==> src/rtl/core/nari_pkg.sv <==
// ----------------------------------------------------------------------------
// nari_pkg
// shared types and constants of the nested action record indexer
// ----------------------------------------------------------------------------
`default_nettype none

package nari_pkg;

  localparam int MAX_ACTIONS_DEF = 40;
  localparam int MAX_STRINGS_DEF = 64;
  localparam int MAX_DEPTH_DEF   = 8;

  localparam int BYTE_W   = 8;
  localparam int POS_W    = 16;
  localparam int IDX_W    = 6;
  localparam int CHILD_W  = 6;
  localparam int HSKIP_W  = 3;
  localparam int QDEPTH   = 2;

  localparam logic [7:0] HEAD_CLASS_MASK = 8'hc0;
  localparam logic [7:0] HEAD_GROUP      = 8'h40;
  localparam logic [7:0] HEAD_SINGLE     = 8'h00;
  localparam logic [7:0] HEAD_VAR_MASK   = 8'hf8;
  localparam logic [7:0] HEAD_VAR        = 8'h80;
  localparam logic [7:0] HEAD_TWO        = 8'h91;
  localparam logic [7:0] HEAD_ONE_MASK   = 8'hfc;
  localparam logic [7:0] HEAD_ONE        = 8'h88;
  localparam logic [7:0] ACTIONS_END     = 8'hfe;
  localparam logic [7:0] DATA_END        = 8'hff;

  typedef enum logic [2:0] {
    KIND_ACTION    = 3'd0,
    KIND_STRING    = 3'd1,
    KIND_ACT_END   = 3'd2,
    KIND_DATA_END  = 3'd3,
    KIND_NEST_OVF  = 3'd4,
    KIND_COUNT_OVF = 3'd5
  } kind_t;

  typedef struct packed {
    logic                restart;
    logic [BYTE_W-1:0]   blob_byte;
    logic                is_group;
    logic                grp_zero;
    logic                is_fe;
    logic                is_ff;
    logic [HSKIP_W-1:0]  head_skip;
  } head_t;

endpackage

`default_nettype wire

==> src/rtl/core/nari_front.sv <==
// ----------------------------------------------------------------------------
// nari_front
// accepts blob bytes, classifies action heads and queues them for the back end
// ----------------------------------------------------------------------------
`default_nettype none

module nari_front (
  input  wire logic           clk,
  input  wire logic           rst_n,
  input  wire logic           in_tvalid,
  output logic                in_tready,
  input  wire logic [7:0]     in_blob_byte,
  input  wire logic           in_restart,
  output logic                q_valid,
  output nari_pkg::head_t     q_item,
  input  wire logic           q_pop
);

  nari_pkg::head_t cls;
  nari_pkg::head_t ent_r [nari_pkg::QDEPTH];
  logic       wr_ptr_r, wr_ptr_nxt;
  logic       rd_ptr_r, rd_ptr_nxt;
  logic [1:0] fill_r, fill_nxt;
  logic       push;
  logic       pop;

  always_comb begin
    cls           = '0;
    cls.restart   = in_restart;
    cls.blob_byte = in_blob_byte;
    cls.is_fe     = (in_blob_byte == nari_pkg::ACTIONS_END);
    cls.is_ff     = (in_blob_byte == nari_pkg::DATA_END);
    if ((in_blob_byte & nari_pkg::HEAD_CLASS_MASK) == nari_pkg::HEAD_GROUP) begin
      cls.is_group = 1'b1;
      cls.grp_zero = (in_blob_byte[5:0] == 6'd0);
    end else if ((in_blob_byte & nari_pkg::HEAD_CLASS_MASK) == nari_pkg::HEAD_SINGLE) begin
      cls.head_skip = 3'd0;
    end else if ((in_blob_byte & nari_pkg::HEAD_VAR_MASK) == nari_pkg::HEAD_VAR) begin
      cls.head_skip = in_blob_byte[2:0];
    end else if (in_blob_byte == nari_pkg::HEAD_TWO) begin
      cls.head_skip = 3'd2;
    end else if ((in_blob_byte & nari_pkg::HEAD_ONE_MASK) == nari_pkg::HEAD_ONE) begin
      cls.head_skip = 3'd1;
    end
  end

  assign in_tready = (fill_r != 2'(nari_pkg::QDEPTH));
  assign push      = in_tvalid && in_tready;
  assign q_valid   = (fill_r != 2'd0);
  assign q_item    = ent_r[rd_ptr_r];
  assign pop       = q_pop && q_valid;

  always_comb begin
    wr_ptr_nxt = push ? ~wr_ptr_r : wr_ptr_r;
    rd_ptr_nxt = pop ? ~rd_ptr_r : rd_ptr_r;
    fill_nxt   = fill_r + 2'(push) - 2'(pop);
  end

  always_ff @(posedge clk) begin
    if (!rst_n) begin
      wr_ptr_r <= 1'b0;
      rd_ptr_r <= 1'b0;
      fill_r   <= 2'd0;
    end else begin
      wr_ptr_r <= wr_ptr_nxt;
      rd_ptr_r <= rd_ptr_nxt;
      fill_r   <= fill_nxt;
    end
  end

  always_ff @(posedge clk) begin
    if (push) begin
      ent_r[wr_ptr_r] <= cls;
    end
  end

endmodule

`default_nettype wire

==> src/rtl/core/nari_back.sv <==
// ----------------------------------------------------------------------------
// nari_back
// parse state, nesting counter stack and result register
// ----------------------------------------------------------------------------
`default_nettype none

module nari_back #(
  parameter int MAX_ACTIONS = nari_pkg::MAX_ACTIONS_DEF,
  parameter int MAX_STRINGS = nari_pkg::MAX_STRINGS_DEF,
  parameter int MAX_DEPTH   = nari_pkg::MAX_DEPTH_DEF
) (
  input  wire logic                        clk,
  input  wire logic                        rst_n,
  input  wire logic                        q_valid,
  input  wire nari_pkg::head_t             q_item,
  output logic                             q_pop,
  output logic                             out_tvalid,
  input  wire logic                        out_tready,
  output nari_pkg::kind_t                  out_kind,
  output logic [nari_pkg::POS_W-1:0]       out_offset,
  output logic [nari_pkg::IDX_W-1:0]       out_index
);

  localparam int AW = $clog2(MAX_ACTIONS + 1);
  localparam int SW = $clog2(MAX_STRINGS + 1);
  localparam int DW = $clog2(MAX_DEPTH + 1);

  typedef enum logic [1:0] {
    PH_ACT,
    PH_STR,
    PH_STOP
  } phase_t;

  phase_t                       phase_r, phase_nxt, eff_phase;
  logic [nari_pkg::POS_W-1:0]   pos_r, pos_nxt, eff_pos;
  logic [7:0]                   skip_r, skip_nxt, eff_skip;
  logic [DW-1:0]                depth_r, depth_nxt, eff_depth, pop_depth;
  logic [AW-1:0]                act_r, act_nxt, eff_act;
  logic [SW-1:0]                str_r, str_nxt, eff_str;
  logic [nari_pkg::CHILD_W-1:0] cnt_r [MAX_DEPTH];

  logic                         out_valid_r;
  nari_pkg::kind_t              out_kind_r;
  logic [nari_pkg::POS_W-1:0]   out_off_r;
  logic [nari_pkg::IDX_W-1:0]   out_idx_r;

  logic                         res_valid;
  nari_pkg::kind_t              res_kind;
  logic [nari_pkg::IDX_W-1:0]   res_idx;
  logic                         take_head;
  logic                         do_push;
  logic                         do_complete;
  logic                         pop;

  assign pop   = q_valid && (!out_valid_r || out_tready);
  assign q_pop = pop;

  always_comb begin
    eff_phase = q_item.restart ? PH_ACT : phase_r;
    eff_pos   = q_item.restart ? '0 : pos_r;
    eff_skip  = q_item.restart ? '0 : skip_r;
    eff_depth = q_item.restart ? '0 : depth_r;
    eff_act   = q_item.restart ? '0 : act_r;
    eff_str   = q_item.restart ? '0 : str_r;
  end

  // level left after one action completes: highest live level not at its last child
  always_comb begin
    pop_depth = '0;
    for (int i = 0; i < MAX_DEPTH; i++) begin
      if (DW'(i) < eff_depth && cnt_r[i] != nari_pkg::CHILD_W'(1)) begin
        pop_depth = DW'(i + 1);
      end
    end
  end

  always_comb begin
    phase_nxt   = eff_phase;
    pos_nxt     = eff_pos + nari_pkg::POS_W'(1);
    skip_nxt    = eff_skip;
    depth_nxt   = eff_depth;
    act_nxt     = eff_act;
    str_nxt     = eff_str;
    res_valid   = 1'b0;
    res_kind    = nari_pkg::KIND_ACTION;
    res_idx     = '0;
    take_head   = 1'b0;
    do_push     = 1'b0;
    do_complete = 1'b0;
    if (eff_phase != PH_STOP && eff_skip != 8'd0) begin
      skip_nxt = eff_skip - 8'd1;
    end else begin
      case (eff_phase)
        PH_ACT: begin
          if (eff_depth == '0) begin
            if (q_item.is_fe) begin
              phase_nxt = PH_STR;
              res_valid = 1'b1;
              res_kind  = nari_pkg::KIND_ACT_END;
              res_idx   = nari_pkg::IDX_W'(eff_act);
            end else if (eff_act >= AW'(MAX_ACTIONS)) begin
              phase_nxt = PH_STOP;
              res_valid = 1'b1;
              res_kind  = nari_pkg::KIND_COUNT_OVF;
              res_idx   = nari_pkg::IDX_W'(eff_act);
            end else begin
              res_valid = 1'b1;
              res_kind  = nari_pkg::KIND_ACTION;
              res_idx   = nari_pkg::IDX_W'(eff_act);
              act_nxt   = eff_act + AW'(1);
              take_head = 1'b1;
            end
          end else begin
            take_head = 1'b1;
          end
        end
        PH_STR: begin
          if (q_item.is_ff) begin
            phase_nxt = PH_STOP;
            res_valid = 1'b1;
            res_kind  = nari_pkg::KIND_DATA_END;
            res_idx   = nari_pkg::IDX_W'(eff_str);
          end else if (eff_str >= SW'(MAX_STRINGS)) begin
            phase_nxt = PH_STOP;
            res_valid = 1'b1;
            res_kind  = nari_pkg::KIND_COUNT_OVF;
            res_idx   = nari_pkg::IDX_W'(eff_str);
          end else begin
            res_valid = 1'b1;
            res_kind  = nari_pkg::KIND_STRING;
            res_idx   = nari_pkg::IDX_W'(eff_str);
            str_nxt   = eff_str + SW'(1);
            skip_nxt  = q_item.blob_byte;
          end
        end
        default: begin
        end
      endcase
    end
    if (take_head) begin
      if (q_item.is_group && !q_item.grp_zero) begin
        if (eff_depth >= DW'(MAX_DEPTH)) begin
          phase_nxt = PH_STOP;
          res_valid = 1'b1;
          res_kind  = nari_pkg::KIND_NEST_OVF;
          res_idx   = nari_pkg::IDX_W'(eff_act);
        end else begin
          do_push   = 1'b1;
          depth_nxt = eff_depth + DW'(1);
        end
      end else begin
        skip_nxt    = {5'd0, q_item.head_skip};
        do_complete = 1'b1;
        depth_nxt   = pop_depth;
      end
    end
  end

  always_ff @(posedge clk) begin
    if (!rst_n) begin
      phase_r     <= PH_ACT;
      pos_r       <= '0;
      skip_r      <= '0;
      depth_r     <= '0;
      act_r       <= '0;
      str_r       <= '0;
      out_valid_r <= 1'b0;
    end else begin
      if (pop) begin
        phase_r <= phase_nxt;
        pos_r   <= pos_nxt;
        skip_r  <= skip_nxt;
        depth_r <= depth_nxt;
        act_r   <= act_nxt;
        str_r   <= str_nxt;
      end
      if (pop && res_valid) begin
        out_valid_r <= 1'b1;
      end else if (out_tready) begin
        out_valid_r <= 1'b0;
      end
    end
  end

  always_ff @(posedge clk) begin
    if (pop && res_valid) begin
      out_kind_r <= res_kind;
      out_off_r  <= eff_pos;
      out_idx_r  <= res_idx;
    end
  end

  // child counter stack, one register per level
  always_ff @(posedge clk) begin
    for (int i = 0; i < MAX_DEPTH; i++) begin
      if (pop && do_push && DW'(i) == eff_depth) begin
        cnt_r[i] <= q_item.blob_byte[nari_pkg::CHILD_W-1:0];
      end else if (pop && do_complete && DW'(i + 1) == pop_depth) begin
        cnt_r[i] <= cnt_r[i] - nari_pkg::CHILD_W'(1);
      end
    end
  end

  assign out_tvalid = out_valid_r;
  assign out_kind   = out_kind_r;
  assign out_offset = out_off_r;
  assign out_index  = out_idx_r;

endmodule

`default_nettype wire

==> src/rtl/core/nested_action_record_indexer.sv <==
// ----------------------------------------------------------------------------
// nested_action_record_indexer
// byte stream indexer for action records and length-prefixed strings
// ----------------------------------------------------------------------------
// One blob byte enters per cycle and the block sustains one byte per clock,
// including payload and string bytes that give no result. A byte passes a
// classifier and a two-entry queue, then the parse stage, which resolves the
// whole nesting counter stack (push or cascaded pop) as it takes the byte;
// a result sits in an output register behind the queue and shows on
// out_tvalid from there, and waits while an earlier result is not taken. A
// stalled output stalls the parse stage, and the queue fills with up to two
// bytes before in_tready drops. A byte with the restart flag clears the parse
// state and is taken as offset zero.
`default_nettype none

module nested_action_record_indexer #(
  parameter int MAX_ACTIONS = nari_pkg::MAX_ACTIONS_DEF,
  parameter int MAX_STRINGS = nari_pkg::MAX_STRINGS_DEF,
  parameter int MAX_DEPTH   = nari_pkg::MAX_DEPTH_DEF
) (
  input  wire logic        clk,
  input  wire logic        rst_n,
  input  wire logic        in_tvalid,
  output logic             in_tready,
  input  wire logic [7:0]  in_tdata,   // blob_byte
  input  wire logic [0:0]  in_tuser,   // restart
  output logic             out_tvalid,
  input  wire logic        out_tready,
  output logic [23:0]      out_tdata,  // offset, record_index, zero pad
  output logic [2:0]       out_tuser   // kind
);

  logic                       q_valid;
  logic                       q_pop;
  nari_pkg::head_t            q_item;
  nari_pkg::kind_t            kind;
  logic [nari_pkg::POS_W-1:0] offset;
  logic [nari_pkg::IDX_W-1:0] record_index;

  nari_front u_front (
    .clk          (clk),
    .rst_n        (rst_n),
    .in_tvalid    (in_tvalid),
    .in_tready    (in_tready),
    .in_blob_byte (in_tdata),
    .in_restart   (in_tuser[0]),
    .q_valid      (q_valid),
    .q_item       (q_item),
    .q_pop        (q_pop)
  );

  nari_back #(
    .MAX_ACTIONS (MAX_ACTIONS),
    .MAX_STRINGS (MAX_STRINGS),
    .MAX_DEPTH   (MAX_DEPTH)
  ) u_back (
    .clk        (clk),
    .rst_n      (rst_n),
    .q_valid    (q_valid),
    .q_item     (q_item),
    .q_pop      (q_pop),
    .out_tvalid (out_tvalid),
    .out_tready (out_tready),
    .out_kind   (kind),
    .out_offset (offset),
    .out_index  (record_index)
  );

  assign out_tdata = {2'b00, record_index, offset};
  assign out_tuser = kind;

endmodule

`default_nettype wire

==> config.mk <==
export PLATFORM = sky130hd
export DESIGN_NAME = nested_action_record_indexer
export DESIGN_NICKNAME = d
export VERILOG_FILES = /design/src/rtl/core/nari_pkg.sv /design/src/rtl/core/nari_front.sv /design/src/rtl/core/nari_back.sv /design/src/rtl/core/nested_action_record_indexer.sv
export SDC_FILE = /design/constraint.sdc
export NUM_CORES = 1
export LEC_CHECK = 0
export CORE_AREA = 4 4 132 197
export DETAILED_ROUTE_END_ITERATION = 8
export DIE_AREA = 0 0 136 201
export DONT_BUFFER_PORTS = 1
export MAX_ROUTING_LAYER = met4
export PLACE_DENSITY = 0.46
export SLEW_MARGIN = 10
export SYNTH_ARGS = -nofsm -noshare
export SYNTH_HDL_FRONTEND = slang
export SYNTH_SLANG_ARGS = --single-unit
==> constraint.sdc <==
create_clock -name clk -period 4.93 [get_ports clk]
set_clock_uncertainty 0.2 [all_clocks]
set_input_delay 0.7395 -clock clk [delete_from_list [all_inputs] [get_ports clk]]
set_output_delay 0.7395 -clock clk [all_outputs]
set_load 0.05 [all_outputs]
# Yosys cells after proc, flatten, opt, wreduce, memory -nomap -nowiden
# Memory sizes are Yosys's and may differ from the RTL's. A register that Yosys moved wholly into a read port is not among the register bits.
# Index checks and enable logic that the tools add are counted.
[word_totals]
mem_bits_rw = 80
mem_count = 2
reg_bits = 73
input_bits = 13
[op_classes]
eq_ne = 32
mux = 155
n_reduce_logical = 49
add_sub_neg = 15
bitwise_logic = 10
n_lt_le_gt_ge = 11
[memory_table]
columns = ["name", "words", "width", "rd", "rd_ports_with_merged_regs", "wr", "line", "source"]
rows = [
  ["u_back.cnt_r", 8, 6, 8, 0, 1, "nari_back.sv:40", "logic [nari_pkg::CHILD_W-1:0] cnt_r [MAX_DEPTH];"],
  ["u_front.ent_r", 2, 16, 1, 1, 1, "nari_front.sv:20", "nari_pkg::head_t ent_r [nari_pkg::QDEPTH];"],
]
[op_table]
columns = ["op", "count"]
rows = [
  ["$mux 6", 26],
  ["$mux 3", 24],
  ["$mux 1", 70],
  ["$mux 8", 7],
  ["$ne 6x1->1 const B", 8],
  ["$sub 6x1->6 const B", 8],
  ["$reduce_or 6->1", 7],
  ["$mux 7", 5],
  ["$eq 3x4->1 const A", 8],
  ["$logic_and 1x1->1", 32],
  ["$mux 2", 13],
  ["$eq 8x8->1 const B", 3],
  ["$mux 4", 5],
  ["$add 16x1->16 const B", 1],
  ["$eq 2x4->1 const A", 4],
  ["$lt 3x4->1 const A", 4],
  ["$mux 16", 1],
  ["$pmux 6 s2", 1],
  ["$eq 1x4->1 const A", 2],
  ["$logic_not 8->1", 1],
  ["$lt 1x4->1 const A", 2],
  ["$lt 2x4->1 const A", 2],
  ["$or 1x1->1", 8],
  ["$reduce_bool 8->1", 1],
  ["other kinds (24)", 29],
]

# Depth between registers and ports, before layout
[depth]
ltp_word = 25
depth_mapped = 16
depth_no_buf = 9

# Hierarchy
# Synthesis repeated with hierarchy kept, for this count alone.
[hier_totals]
cells_unflattened = 866
hier_area_um2 = 8729.6
[by_module_without_submodules]
columns = ["mod", "instances", "area_each_um2", "seq_area_each_um2", "cells_per_inst"]
rows = [
  ["nari_back", 1, 7155.6, 3072.9, 768],
  ["nari_front", 1, 1555.2, 1061.0, 95],
  ["nested_action_record_indexer", 1, 18.8, 0.0, 3],
]

# Worst setup path after synthesis
# OpenSTA, ideal clock, no wires.
[synth_path]
path_type = "flip-flop to flip-flop"
from = "reg (tool-made name)"
to = "reg u_back.out_idx_r, in the netlist u_back.out_index[0] (enable)"
setup_slack_ns = 0.714
t_arrival_ns = 3.600
setup_ns = 0.415
n_path_buf = 6
path_stages_with_launch = 14
path_cell_list = "dfxtp_1 -> buf_6 -> mux2i_1 -> buf_4 -> clkbuf_1 -> clkbuf_1 -> clkbuf_1 -> nand2_1 -> ha_1 -> clkbuf_1 -> o211ai_2 -> nor2_1 -> nand3_1 -> a21oi_1"
[synth_lines]
columns = ["element", "line", "source"]
rows = [
  ["to (signal assigned)", "nari_back.sv:189", "out_idx_r <= res_idx;"],
  ["to (decl)", "nari_back.sv:45", "logic [nari_pkg::IDX_W-1:0] out_idx_r;"],
]

==> run summary <==
CTS
- maximum root-to-sink buffer count: 2
- total CTS buffers: 17
- H-tree depth: 4
- CTS Hold Buffers Added: 0
- clock root buffer master: sky130_fd_sc_hd__clkbuf_16
- Sink Count: 154
- count of buffers added by post-CTS timing repair for setup: 0
- clock tree from TritonCTS: done
- clock network latency to the later pin of the worst-skew pair: 440 ps
- Clock Pin Slew Worst Setup and Hold Paths: 70 ps
- number of gates resized after cts: 0

Routing
- average routed wire per standard cell: 18.3 microns
- detailed router's first-iteration violation count: 375
- average via count per standard cell: 5.35
- number of routed nets with antenna violations: 0
- Vias: 6126
- Pre-Repair DR Iteration Count: 5
- DRC violations left: 0
- Detailed Route WL: 21.0 mm

Yosys
- Avg Synthesized Cell Area: 10.4 sq um
- area share of the leading cell type in the synthesized netlist: 0.377
- share of synthesized registers carrying an async set or reset: 0
- Synthesis Warnings: 0
- main area contributors after synthesis: sky130_fd_sc_hd__edfxtp_1 (38%), sky130_fd_sc_hd__dfxtp_1 (12%), sky130_fd_sc_hd__mux2i_1 (7.3%), sky130_fd_sc_hd__ha_1 (3.7%), sky130_fd_sc_hd__nand2_1 (3.4%)
- count of flip-flops with a built-in enable after synthesis: 105
- library cell with the largest summed area after synthesis: sky130_fd_sc_hd__edfxtp_1
- number of library cell types mapped by synthesis: 81
- share of the yosys chip area belonging to registers: 0.494
- area of the mapped netlist: 8370 sq um
- synthesis-stage register bit count: 154
- Post-synth top flop: sky130_fd_sc_hd__edfxtp_1
- Syn Inst Count: 807

Critical path
- reg-to-reg critical path endpoint: u_back.cnt_r[1][15]$_DFFE_PP_
- Worst Setup EP: u_back.cnt_r[1][15]$_DFFE_PP_
- crit path max fanout: 14
- kind of critical path: flip-flop to flip-flop
- required time of the critical path: 4800 ps
- startpoint types: flip-flop
- Critical Path End Type: flip-flop
- depth of the worst register-to-register path: 6
- arrival time at the worst endpoint: 3690 ps
- slack of the worst reg-to-reg path: 1110 ps

Timing
- maximum clock frequency: 262 MHz
- final hold slack: 200 ps
- Slew @ Worst Pin: 1160 ps
- relative slew slack: 0.221
- shortest period the worst path allows: 3820 ps
- Max Transition Viols Final: 0
- crit share post-route: 0.775
- number of endpoints failing setup at the final stage: 0
- Setup TNS: 0 ps
- final number of hold-violating endpoints: 0
- setup repair after global routing missed its margin: false

Global route
- antenna violations before repair: 0
- residual overflow from global routing: 0
- wire length of the first global-routing pass: 33.3 mm
- All-Layer GR Usage: 0.161
- via count of the first global-routing pass: 6349
- pin count of the biggest net entering global routing: 32

Floorplan
- num rows: 70
- initial cell density of the core: 0.345
- y dimension of the die: 201 microns
- area enclosed by the die boundary: 27300 sq um
- Horiz. Die Dim: 136 microns
- I/O pin count: 42
- area of the core: 24300 sq um

Placed design
- DP Wirelength: 15.3 mm
- placement-stage cell area: 8750 sq um
- routability-driven placement congestion ratio: 0.860
- number of port buffers: 0

Power
- worst supply voltage drop on vdd: 0.263 mV
- Power per Cell Area: 564 nW/um^2
- leakage: 0.00331 uW

Final layout
- antenna fix cells: 0
- post-synthesis to final-layout area growth: 11.5%
- fraction of layout instances using a drive strength above 1: 0.101
- commonest non-fill, non-tap cell in the layout: sky130_fd_sc_hd__edfxtp_1
- area of all placed cells without fillers: 9330 sq um
- commonest cells after routing, fill and taps aside: sky130_fd_sc_hd__edfxtp_1 (105), sky130_fd_sc_hd__nand2_1 (75), sky130_fd_sc_hd__nor2_1 (67)
- final core area utilization: 0.385
- net total in the final layout: 846

Worst hold path
- startpoint of the worst hold path: in_tdata[6]
- classification of the worst-slack hold path: input pin to flip-flop

Flow run
- maximum capacitance violations: 0

Status
- outcome: finished clean

==> cell usage after synthesis, types with 6 or more instances <==
library cell / n
sky130_fd_sc_hd__a211oi_1: 7
sky130_fd_sc_hd__a21oi_1: 35
sky130_fd_sc_hd__a22o_1: 6
sky130_fd_sc_hd__a31oi_1: 10
sky130_fd_sc_hd__and2_1: 23
sky130_fd_sc_hd__and3_1: 7
sky130_fd_sc_hd__clkbuf_1: 25
sky130_fd_sc_hd__dfxtp_1: 49
sky130_fd_sc_hd__edfxtp_1: 105
sky130_fd_sc_hd__ha_1: 25
sky130_fd_sc_hd__inv_1: 31
sky130_fd_sc_hd__mux2i_1: 61
sky130_fd_sc_hd__nand2_1: 75
sky130_fd_sc_hd__nand3_1: 37
sky130_fd_sc_hd__nand4_1: 11
sky130_fd_sc_hd__nor2_1: 67
sky130_fd_sc_hd__nor3_1: 31
sky130_fd_sc_hd__o21ai_0: 32
sky130_fd_sc_hd__or2_2: 6
sky130_fd_sc_hd__or3_1: 6
sky130_fd_sc_hd__xnor2_1: 27
sky130_fd_sc_hd__xor2_1: 23
==> critical path, stage by stage, from the launching register on <==
cell,delay (ps)
sky130_fd_sc_hd__dfxtp_1,720
sky130_fd_sc_hd__mux2i_4,590
sky130_fd_sc_hd__o21ai_1,300
sky130_fd_sc_hd__a21oi_1,200
sky130_fd_sc_hd__o221a_1,530
sky130_fd_sc_hd__or3_1,450
sky130_fd_sc_hd__o21ai_0,440
==> report_power, final <==
part	switching (uW)	internal, uW
combinational	1160	557
sequential	534	1710
clock	536	769
total	2230	3040
==> flip-flops by register name, indices dropped and copies added (netlist names), 2 cells and up, named ones only <==
| signal | cells |
|---|---|
| u_back.depth_r | 4 |
| u_back.out_kind | 3 |
| u_back.out_index | 6 |
| u_back.phase_r | 2 |
| u_back.cnt_r | 48 |
| u_front.ent_r | 32 |
| u_back.out_offset | 16 |
| u_back.str_r | 7 |
| u_back.pos_r | 16 |
| u_back.skip_r | 8 |
| u_front.fill_r | 2 |
| u_back.act_r | 6 |
==> cells by family after synthesis <==
kind of cell,count (synthesis),share of synthesized area
AND/OR/NAND/NOR,300,0.185
flip-flops,154,0.494
AO/OA/AOI/OAI,142,0.115
buffers and inverters,68,0.0351
multiplexers,67,0.0815
XOR/XNOR,50,0.0523
adder cells (fa/ha/maj),25,0.0374
other,1,0.000448
==> cell type report <==
| class | instances | area (sq um) |
|---|---|---|
| clock buffer | 20 | 457 |
| clock inverter | 12 | 121 |
| fill | 2411 | 14900 |
| inverter | 31 | 116 |
| multi-input combinational | 586 | 3960 |
| sequential | 154 | 4130 |
| tap | 324 | 405 |
| timing repair buffer | 18 | 135 |
==> stage by stage <==
stage / total power, uW / instances / worst slack (ps)
after floorplan: 3480 / 808 / 714
after global placement: 3970 / 1113 / 1280
after detailed placement: 4000 / 1113 / 1120
after CTS: 5330 / 1145 / 1090
after global routing: 5550 / 1145 / 802
final: 5260 / 1145 / 1110
==> how the worst min path moves through the flow <==
| stage | endpoint | slack, ps | depth (start not counted) |
|---|---|---|---|
| after floorplan | u_back.pos_r[1]$_SDFFE_PN0P_ | 240 | 2 |
| after global placement | u_back.pos_r[1]$_SDFFE_PN0P_ | 260 | 2 |
| after detailed placement | u_back.pos_r[1]$_SDFFE_PN0P_ | 270 | 2 |
| after CTS | u_front.ent_r[0][13]$_DFFE_PP_ | 180 | 0 |
| after global routing | u_front.ent_r[1][14]$_DFFE_PP_ | 170 | 0 |
| final | u_front.ent_r[1][13]$_DFFE_PP_ | 200 | 0 |
==> routing by layer <==
| layer | part of all wire | wire, microns | vias to the layer above | track usage |
|---|---|---|---|---|
| li1 | - | - | 2954 | - |
| met1 | 0.38 | 8000 | 2991 | 0.162 |
| met2 | 0.56 | 11700 | 143 | 0.299 |
| met3 | 0.030 | 633 | 38 | 0.0328 |
| met4 | 0.028 | 582 | 0 | 0.0666 |
| met5 | 0 | 0 | - | - |
Power figures use the tool's default switching activity.
